## config.mk

```make
export PLATFORM = sky130hd
export DESIGN_NAME = record_table_append_search_delete
export DESIGN_NICKNAME = d
export VERILOG_FILES = /design/src/rtl/rtab_pkg.sv /design/src/rtl/record_table_append_search_delete.sv /design/src/rtl/rtab_mem.sv /design/src/rtl/rtab_seq.sv
export SDC_FILE = /design/constraint.sdc
export NUM_CORES = 2
export LEC_CHECK = 0
export BUFFER_PORTS_ARGS = -buffer_cell sky130_fd_sc_hd__buf_2
export CAP_MARGIN = 10
export CORE_MARGIN = 5
export CORE_UTILIZATION = 40
export CTS_BUF_LIST = sky130_fd_sc_hd__clkbuf_16
export DETAILED_ROUTE_END_ITERATION = 10
export GPL_ROUTABILITY_DRIVEN = 0
export HOLD_SLACK_MARGIN = 0.1
export MAX_ROUTING_LAYER = met4
export SLEW_MARGIN = 15
export SYNTH_ARGS = -nofsm -noshare
export SYNTH_HDL_FRONTEND = slang
export SYNTH_SLANG_ARGS = --single-unit
```

## constraint.sdc

```tcl
create_clock -name clk -period 3.9 [get_ports clk]
set_input_delay 0.39 -clock clk [delete_from_list [all_inputs] [get_ports clk]]
set_output_delay 0.39 -clock clk [all_outputs]
set_load 0.02 [all_outputs]
```

## src/rtl/rtab_pkg.sv

```systemverilog
// Shared types and constants for the record table.
`timescale 1ns / 1ps

package rtab_pkg;

	localparam int KEY_W = 16;
	localparam int VAL_W = 16;
	localparam int REC_W = KEY_W + VAL_W;
	localparam int CNT_OUT_W = 7;

	typedef enum logic [2:0] {
		OP_APPEND = 3'd0,
		OP_SEARCH = 3'd1,
		OP_DELETE = 3'd2,
		OP_CLEAR  = 3'd3,
		OP_COUNT  = 3'd4
	} op_t;

	typedef enum logic [1:0] {
		ST_OK      = 2'd0,
		ST_MISSING = 2'd1,
		ST_FULL    = 2'd2
	} status_t;

	typedef enum logic [1:0] {
		S_IDLE,
		S_EXEC,
		S_SCAN
	} state_t;

	// Completion of one request, handed from the sequencer to the result register.
	typedef struct packed {
		logic               done;
		status_t            status;
		logic [VAL_W-1:0]   found_inventory;
	} fin_t;

endpackage

```

## src/rtl/record_table_append_search_delete.sv

```systemverilog
// Top level of the record table: sequencer, record memory and result register.
`timescale 1ns / 1ps

// The table holds up to CAPACITY (part_id, inventory) records in arrival order.
// A request is taken at a rising edge where start is high and busy is low; its
// opcode selects append, search, delete, clear or count, and unused opcodes
// do nothing. Every request produces exactly one result, shown on status,
// found_inventory and record_count for one cycle while done is high. The
// receiver cannot stall, so no result is ever held back.
//
// Append, clear, count and unused opcodes finish in the decode state, whose
// result is registered into done. Search and delete walk the stored
// records through the single read port of the record memory, one record per
// cycle, comparing each key in one shared comparator; the walk ends once the
// last stored record has been compared, or at once for an empty table.
// Delete moves the records after the first match down one slot during the walk.
// Busy stays high until the result is registered, so a new request can be
// taken in the cycle that done is shown.
//
// Reset empties the table at once; the record memory itself is not cleared,
// since only entries below the record count are ever read.

module record_table_append_search_delete
	import rtab_pkg::*;
#(
	parameter int CAPACITY = 64
) (
	input  logic                 clk,
	input  logic                 arst_n,
	input  logic                 start,
	output logic                 busy,
	input  logic [2:0]           opcode,
	input  logic [KEY_W-1:0]     part_id,
	input  logic [VAL_W-1:0]     inventory,
	output logic                 done,
	output logic [1:0]           status,
	output logic [VAL_W-1:0]     found_inventory,
	output logic [CNT_OUT_W-1:0] record_count
);

	// Address width of the record memory, and width of a count that can hold CAPACITY.
	localparam int AW = (CAPACITY > 1) ? $clog2(CAPACITY) : 1;
	localparam int CW = $clog2(CAPACITY + 1);

	logic             accept;
	logic [CW-1:0]    count;
	fin_t             fin;
	logic             mem_we;
	logic [AW-1:0]    mem_waddr;
	logic [REC_W-1:0] mem_wdata;
	logic [AW-1:0]    mem_raddr;
	logic [REC_W-1:0] mem_rdata;

	logic             done_q;
	status_t          status_q;
	logic [VAL_W-1:0] found_q;

	assign accept = start && !busy;

	rtab_seq #(
		.CAPACITY (CAPACITY),
		.AW       (AW),
		.CW       (CW)
	) u_seq (
		.clk       (clk),
		.arst_n    (arst_n),
		.accept    (accept),
		.opcode    (opcode),
		.part_id   (part_id),
		.inventory (inventory),
		.busy      (busy),
		.count     (count),
		.fin       (fin),
		.mem_we    (mem_we),
		.mem_waddr (mem_waddr),
		.mem_wdata (mem_wdata),
		.mem_raddr (mem_raddr),
		.mem_rdata (mem_rdata)
	);

	rtab_mem #(
		.DEPTH (CAPACITY),
		.AW    (AW),
		.DW    (REC_W)
	) u_mem (
		.clk   (clk),
		.we    (mem_we),
		.waddr (mem_waddr),
		.wdata (mem_wdata),
		.raddr (mem_raddr),
		.rdata (mem_rdata)
	);

	// The done strobe is control state; the result fields only load with it.
	always_ff @(posedge clk or negedge arst_n) begin
		if (!arst_n) begin
			done_q <= 1'b0;
		end else begin
			done_q <= fin.done;
		end
	end

	always_ff @(posedge clk) begin
		if (fin.done) begin
			status_q <= fin.status;
			found_q  <= fin.found_inventory;
		end
	end

	assign done            = done_q;
	assign status          = status_q;
	assign found_inventory = found_q;
	// The record count register settles at the same edge that loads the result.
	assign record_count    = CNT_OUT_W'(count);

endmodule

```

## src/rtl/rtab_mem.sv

```systemverilog
// Record storage: one write port and one registered read port.
`timescale 1ns / 1ps

module rtab_mem #(
	parameter int DEPTH = 64,
	parameter int AW    = 6,
	parameter int DW    = 32
) (
	input  logic          clk,
	input  logic          we,
	input  logic [AW-1:0] waddr,
	input  logic [DW-1:0] wdata,
	input  logic [AW-1:0] raddr,
	output logic [DW-1:0] rdata
);

	logic [DW-1:0] mem_q [DEPTH];
	logic [DW-1:0] rdata_q;

	always_ff @(posedge clk) begin
		if (we) begin
			mem_q[waddr] <= wdata;
		end
	end

	always_ff @(posedge clk) begin
		rdata_q <= mem_q[raddr];
	end

	assign rdata = rdata_q;

endmodule

```

## src/rtl/rtab_seq.sv

```systemverilog
// Sequencer: decodes a request and walks the stored records with one key comparator.
`timescale 1ns / 1ps

module rtab_seq
	import rtab_pkg::*;
#(
	parameter int CAPACITY = 64,
	parameter int AW       = 6,
	parameter int CW       = 7
) (
	input  logic             clk,
	input  logic             arst_n,
	input  logic             accept,
	input  logic [2:0]       opcode,
	input  logic [KEY_W-1:0] part_id,
	input  logic [VAL_W-1:0] inventory,
	output logic             busy,
	output logic [CW-1:0]    count,
	output fin_t             fin,
	output logic             mem_we,
	output logic [AW-1:0]    mem_waddr,
	output logic [REC_W-1:0] mem_wdata,
	output logic [AW-1:0]    mem_raddr,
	input  logic [REC_W-1:0] mem_rdata
);

	localparam logic [CW-1:0] CAP_C = CW'(CAPACITY);
	localparam logic [CW-1:0] ONE_C = CW'(1);

	state_t           state_q, state_d;
	op_t              op_q;
	logic [KEY_W-1:0] key_q;
	logic [VAL_W-1:0] val_q;
	logic [CW-1:0]    cnt_q, cnt_d;
	logic [CW-1:0]    rd_q, rd_d;
	logic             pend_s1, pend_d;
	logic [AW-1:0]    idx_s1, idx_d;
	logic             hit_q, hit_d;
	logic [VAL_W-1:0] hitval_q, hitval_d;
	logic             issue;
	logic             match;

	always_ff @(posedge clk or negedge arst_n) begin
		if (!arst_n) begin
			state_q <= S_IDLE;
			cnt_q   <= '0;
			pend_s1 <= 1'b0;
		end else begin
			state_q <= state_d;
			cnt_q   <= cnt_d;
			pend_s1 <= pend_d;
		end
	end

	always_ff @(posedge clk) begin
		if (accept) begin
			op_q  <= op_t'(opcode);
			key_q <= part_id;
			val_q <= inventory;
		end
		rd_q     <= rd_d;
		idx_s1   <= idx_d;
		hit_q    <= hit_d;
		hitval_q <= hitval_d;
	end

	assign issue = rd_q < cnt_q;
	assign match = pend_s1 && (mem_rdata[REC_W-1:VAL_W] == key_q);

	always_comb begin
		state_d   = state_q;
		cnt_d     = cnt_q;
		rd_d      = rd_q;
		pend_d    = 1'b0;
		idx_d     = rd_q[AW-1:0];
		hit_d     = hit_q;
		hitval_d  = hitval_q;
		mem_we    = 1'b0;
		mem_waddr = cnt_q[AW-1:0];
		mem_wdata = {key_q, val_q};
		mem_raddr = rd_q[AW-1:0];
		fin       = '{done: 1'b0, status: ST_OK, found_inventory: '0};

		case (state_q)
			S_IDLE: begin
				if (accept) begin
					state_d = S_EXEC;
				end
			end
			S_EXEC: begin
				rd_d  = '0;
				hit_d = 1'b0;
				case (op_q)
					OP_APPEND: begin
						state_d  = S_IDLE;
						fin.done = 1'b1;
						if (cnt_q >= CAP_C) begin
							fin.status = ST_FULL;
						end else begin
							mem_we = 1'b1;
							cnt_d  = cnt_q + ONE_C;
						end
					end
					OP_SEARCH, OP_DELETE: begin
						state_d = S_SCAN;
					end
					OP_CLEAR: begin
						state_d  = S_IDLE;
						fin.done = 1'b1;
						cnt_d    = '0;
					end
					default: begin
						state_d  = S_IDLE;
						fin.done = 1'b1;
					end
				endcase
			end
			S_SCAN: begin
				if (issue) begin
					rd_d   = rd_q + ONE_C;
					pend_d = 1'b1;
				end
				if (op_q == OP_SEARCH) begin
					if (match) begin
						hit_d    = 1'b1;
						hitval_d = mem_rdata[VAL_W-1:0];
					end
				end else begin
					// Once the first match is found, every later record moves down one slot.
					if (pend_s1 && hit_q) begin
						mem_we    = 1'b1;
						mem_waddr = idx_s1 - AW'(1);
						mem_wdata = mem_rdata;
					end else if (match) begin
						hit_d = 1'b1;
					end
				end
				if (!issue && !pend_s1) begin
					state_d    = S_IDLE;
					fin.done   = 1'b1;
					fin.status = hit_q ? ST_OK : ST_MISSING;
					if (op_q == OP_SEARCH) begin
						fin.found_inventory = hit_q ? hitval_q : '0;
					end else if (hit_q) begin
						cnt_d = cnt_q - ONE_C;
					end
				end
			end
			default: begin
				state_d = S_IDLE;
			end
		endcase
	end

	assign busy  = state_q != S_IDLE;
	assign count = cnt_q;

endmodule

```

==> run_results.csv <==
group,metric,value,unit
status,status,"finished, final reports clean",
clock_tree,postCtsSetupBuffers,0,
placed_design,place_ws,0.463,ns
synth,ys.flop_type,"edfxtp_1",
die,rows,167,
final_layout,filler_cell_count,16900,
pwr,leakage,30.6,nW
clock_tree,worst_skew_pair.late_latency,0.86,ns
clock_tree,ctsResizeCount,0,
setup_path,critPathMostFrequentCell,"buf_4",
final_layout,drive_gt1_frac,0.283,
pwr,power_density,706,nW/µm²
sta,fin_setup_tns,0,ns
synth,synth_edf_count,2125,
clock_tree,cts_buffers,215,
setup_path,path_buf_inv,3,
global_routing,grtUsageTotal,0.202,
clock_tree,cts_sinks,2174,
pwr,seqPwrFrac,0.408,
pwr,pwr-share-comb,0.280,
flow_run,maxCapViolCount,0,
clock_tree,cts_root_buffer,"clkbuf_16",
global_routing,grt_pass1_wl,305000,µm
clock_tree,clockBufferDepth,3,
die,ios,65,
sta,worst_pin_slew,1.12,ns
placed_design,dp_hpwl,124000,µm
sta,hold-worst-slack,0.253,ns
sta,fmax,283,MHz
global_routing,grt_pass1_vias,41300,
global_routing,antenna_found_initial,7,
pwr,pwr-share-clk,0.312,
die,core,206000,µm²
setup_path,worst_setup_path_start_kind,"register",
sta,final-hold-violation-count,0,
pwr,ir_worst_vdd,0.548,mV
die,die_h,465,µm
sta,fin_crit,3.54,ns
clock_tree,cts_tree,"built",
synth,post_synth_inst_count,3798,
synth,yosysTopAreaCell,"edfxtp_1",
setup_path,arrival,3.99,ns
setup_path,crit_path_cell_trace,"inv_1 -> ha_1 -> nand4_4 -> nor3_1 -> a32oi_1 -> buf_4 -> nor2_4 -> buf_4",
pwr,internal_power,0.0472,W
setup_path,crit_family,"simple AND/OR/NAND/NOR gates",
final_layout,synthToLayoutAreaGrowth,16.8,%
detailed_routing,wire_per_inst,30.5,µm
sta,rsz0062_at_grt,"no",
final_layout,multi_input_area,17400,µm²
synth,seq_area_frac_synth,0.783,
clock_tree,clk_pin_slew_worst_paths,0.06,ns
detailed_routing,vias_per_cell,5.77,
detailed_routing,vias,40500,
die,dieArea,216000,µm²
detailed_routing,wl,214000,µm
clock_tree,htree_levels,4,
synth,ys_top_cells_by_area,"edfxtp_1 (77%), mux4_2 (14%), a22oi_1 (2.9%)",
synth,synth_area_per_cell,21.8,µm²
synth,netlist.area_leader.share,0.771,
sta,final_max_slew_viol_count,0,
detailed_routing,dr.pass1.iters,5,
sta,worst_clock_skew,0.0395,ns
setup_path,crit_slowest_cell,"buf_4",
synth,synthArstFlopShare,0.00506,
sta,worst_slack,0.361,ns
die,fp.dieW,465,µm
detailed_routing,drtAntennaViolNets,0,
setup_path,crit_fanout,32,
synth,synth_seq_cells,2174,
detailed_routing,first_iter_violations,4705,
setup_path,crit_path_max_incr_delay,0.58,ns
synth,syn_area,82800,µm²
sta,fin_crit_sh,0.907,
final_layout,nNetsFinal,4179,
pwr,p_switching,0.0210,W
synth,ys_warn_count,0,
die,start_util,0.401,
pwr,switching_share,0.308,
synth,syn-num-nets,3850,
sta,finalSetupViolations,0,
global_routing,grt_max_degree,76,
global_routing,grt_overflow_total,0,
final_layout,seqCellArea,64800,µm²
setup_path,critPathCaptureType,"register",
sta,max_slew_margin,0.253,
synth,yosysMostFrequentCell,"edfxtp_1",
setup_path,crit_type,"reg2reg",
synth,yosys-top-cells-count,"edfxtp_1 (2,125), mux4_2 (512), a22oi_1 (320), nand2_1 (277), clkbuf_1 (120)",
placed_design,io_buffers,64,
hold_path,worstHoldPathType,"in2reg",
setup_path,worst_ep_required_time,4.35,ns
detailed_routing,drc,0,
synth,synthDistinctLibCells,60,
==> worst register-to-register path, stage by stage, from the launching register on <==
cell and delay, ns:
dfrtp_1 0.40, inv_1 0.09, ha_1 0.44, nand4_4 0.43, nor3_1 0.50, a32oi_1 0.30
buf_4 0.27, nor2_4 0.07, buf_4 0.58
==> cells in the final DEF, fill, tap and decap left out, types with 33 or more instances in the layout <==
cell and instances:
edfxtp_1 2125, clkinv_1 50, dfxtp_1 38, a22oi_1 320, buf_2 64, dlygate4sd3_1 38, nand2_2 33, buf_12 97
inv_1 70, mux4_2 512, clkbuf_16 219, bufinv_16 34, nand2_1 245, buf_4 129, nor2_4 62
==> path summary, 6_finish.rpt <==
| kind | start | endpoint | slack, ns | cells past startpoint |
|---|---|---|---|---|
| max in group asynchronous | arst_n | u_seq.count[1]$_DFFE_PN0P_ | 2.83 | 3 |
| worst max-delay path | u_seq.state_q[0]$_DFFE_PN0P_ | u_mem.mem_q[63][20]$_DFFE_PP_ | 0.36 | 8 |
| worst min register to register | u_mem.rdata[8]$_DFF_P_ | u_seq.hitval_q[8]$_DFFE_PP_ | 0.43 | 0 |
| worst max register to register | u_seq.state_q[0]$_DFFE_PN0P_ | u_mem.mem_q[63][20]$_DFFE_PP_ | 0.36 | 8 |
| worst min-delay path | inventory[0] | u_seq.val_q[0]$_DFFE_PP_ | 0.25 | 2 |
| min in group asynchronous | arst_n | done$_DFF_PN0_ | 0.65 | 3 |
==> metrics by stage <==
step / power (W) / cells / instance area (µm²) / utilization
6_report: 0.0683 / 7021 / 96700 / 0.468
5_1_grt: 0.0708 / 7021 / 96700 / 0.468
4_1_cts: 0.0689 / 7020 / 96700 / 0.468
3_5_place_dp: 0.0476 / 6576 / 88900 / 0.431
3_3_place_gp: 0.0474 / 6576 / 88900 / 0.431
2_1_floorplan: 0.0399 / 3798 / 82800 / -
==> layer usage <==
layer | global-route usage | vias up | routed length (µm)
met5 | - | - | 0
met4 | 0.0529 | 0 | 5820
met3 | 0.0339 | 320 | 15300
met2 | 0.331 | 1699 | 108000
met1 | 0.265 | 21800 | 85600
li1 | - | 16600 | -
==> area by class of cell <==
type	instances	area share
clock buffer	219	0.0567
multi-input combinational	1393	0.180
inverter	15	0.000582
clock inverter	187	0.0191
antenna	1	0.0000259
sequential	2174	0.671
timing repair buffer	328	0.0374
tap	2704	0.0350
==> state kept, by name, indices dropped and copies added, names as in the netlist, 3 cells and up <==
| name | cells |
|---|---|
| u_seq.idx_s1 | 6 |
| u_seq.rd_q | 7 |
| u_seq.key_q | 16 |
| u_mem.rdata | 32 |
| u_seq.hitval_q | 16 |
| u_seq.op_q | 3 |
| u_mem.mem_q | 2048 |
| u_seq.count | 7 |
| u_seq.val_q | 16 |
| found_inventory | 16 |
==> power by group through the flow <==
stage	Clock, W	Combinational [W]	Sequential, W
2_1_floorplan	0	0.0118	0.0281
3_3_place_gp	0	0.0191	0.0283
3_5_place_dp	0	0.0193	0.0283
4_1_cts	0.0217	0.0193	0.0279
5_1_grt	0.0227	0.0202	0.0279
6_report	0.0213	0.0191	0.0279
==> what timing repair did <==
| item | CTS | global route |
|---|---|---|
| endpoints found under the hold margin | 48 | 0 |
| endpoints found under the setup margin | 0 | 0 |
| hold buffers | 38 | 0 |
==> cell families (layout without fill, tap and decap cells) <==
logic type,after synthesis,count (layout),synth area share
buffers and inverters,231,749,0.0140
adders and majority gates,14,14,0.00212
DFF,2174,2174,0.783
and+or+nand+nor,453,453,0.0237
xor gates and xnor gates,26,26,0.00275
muxes,513,513,0.139
AOI/OAI and AO/OA,387,387,0.0347
other,0,1,0
(Power assumes the default switching activity.)
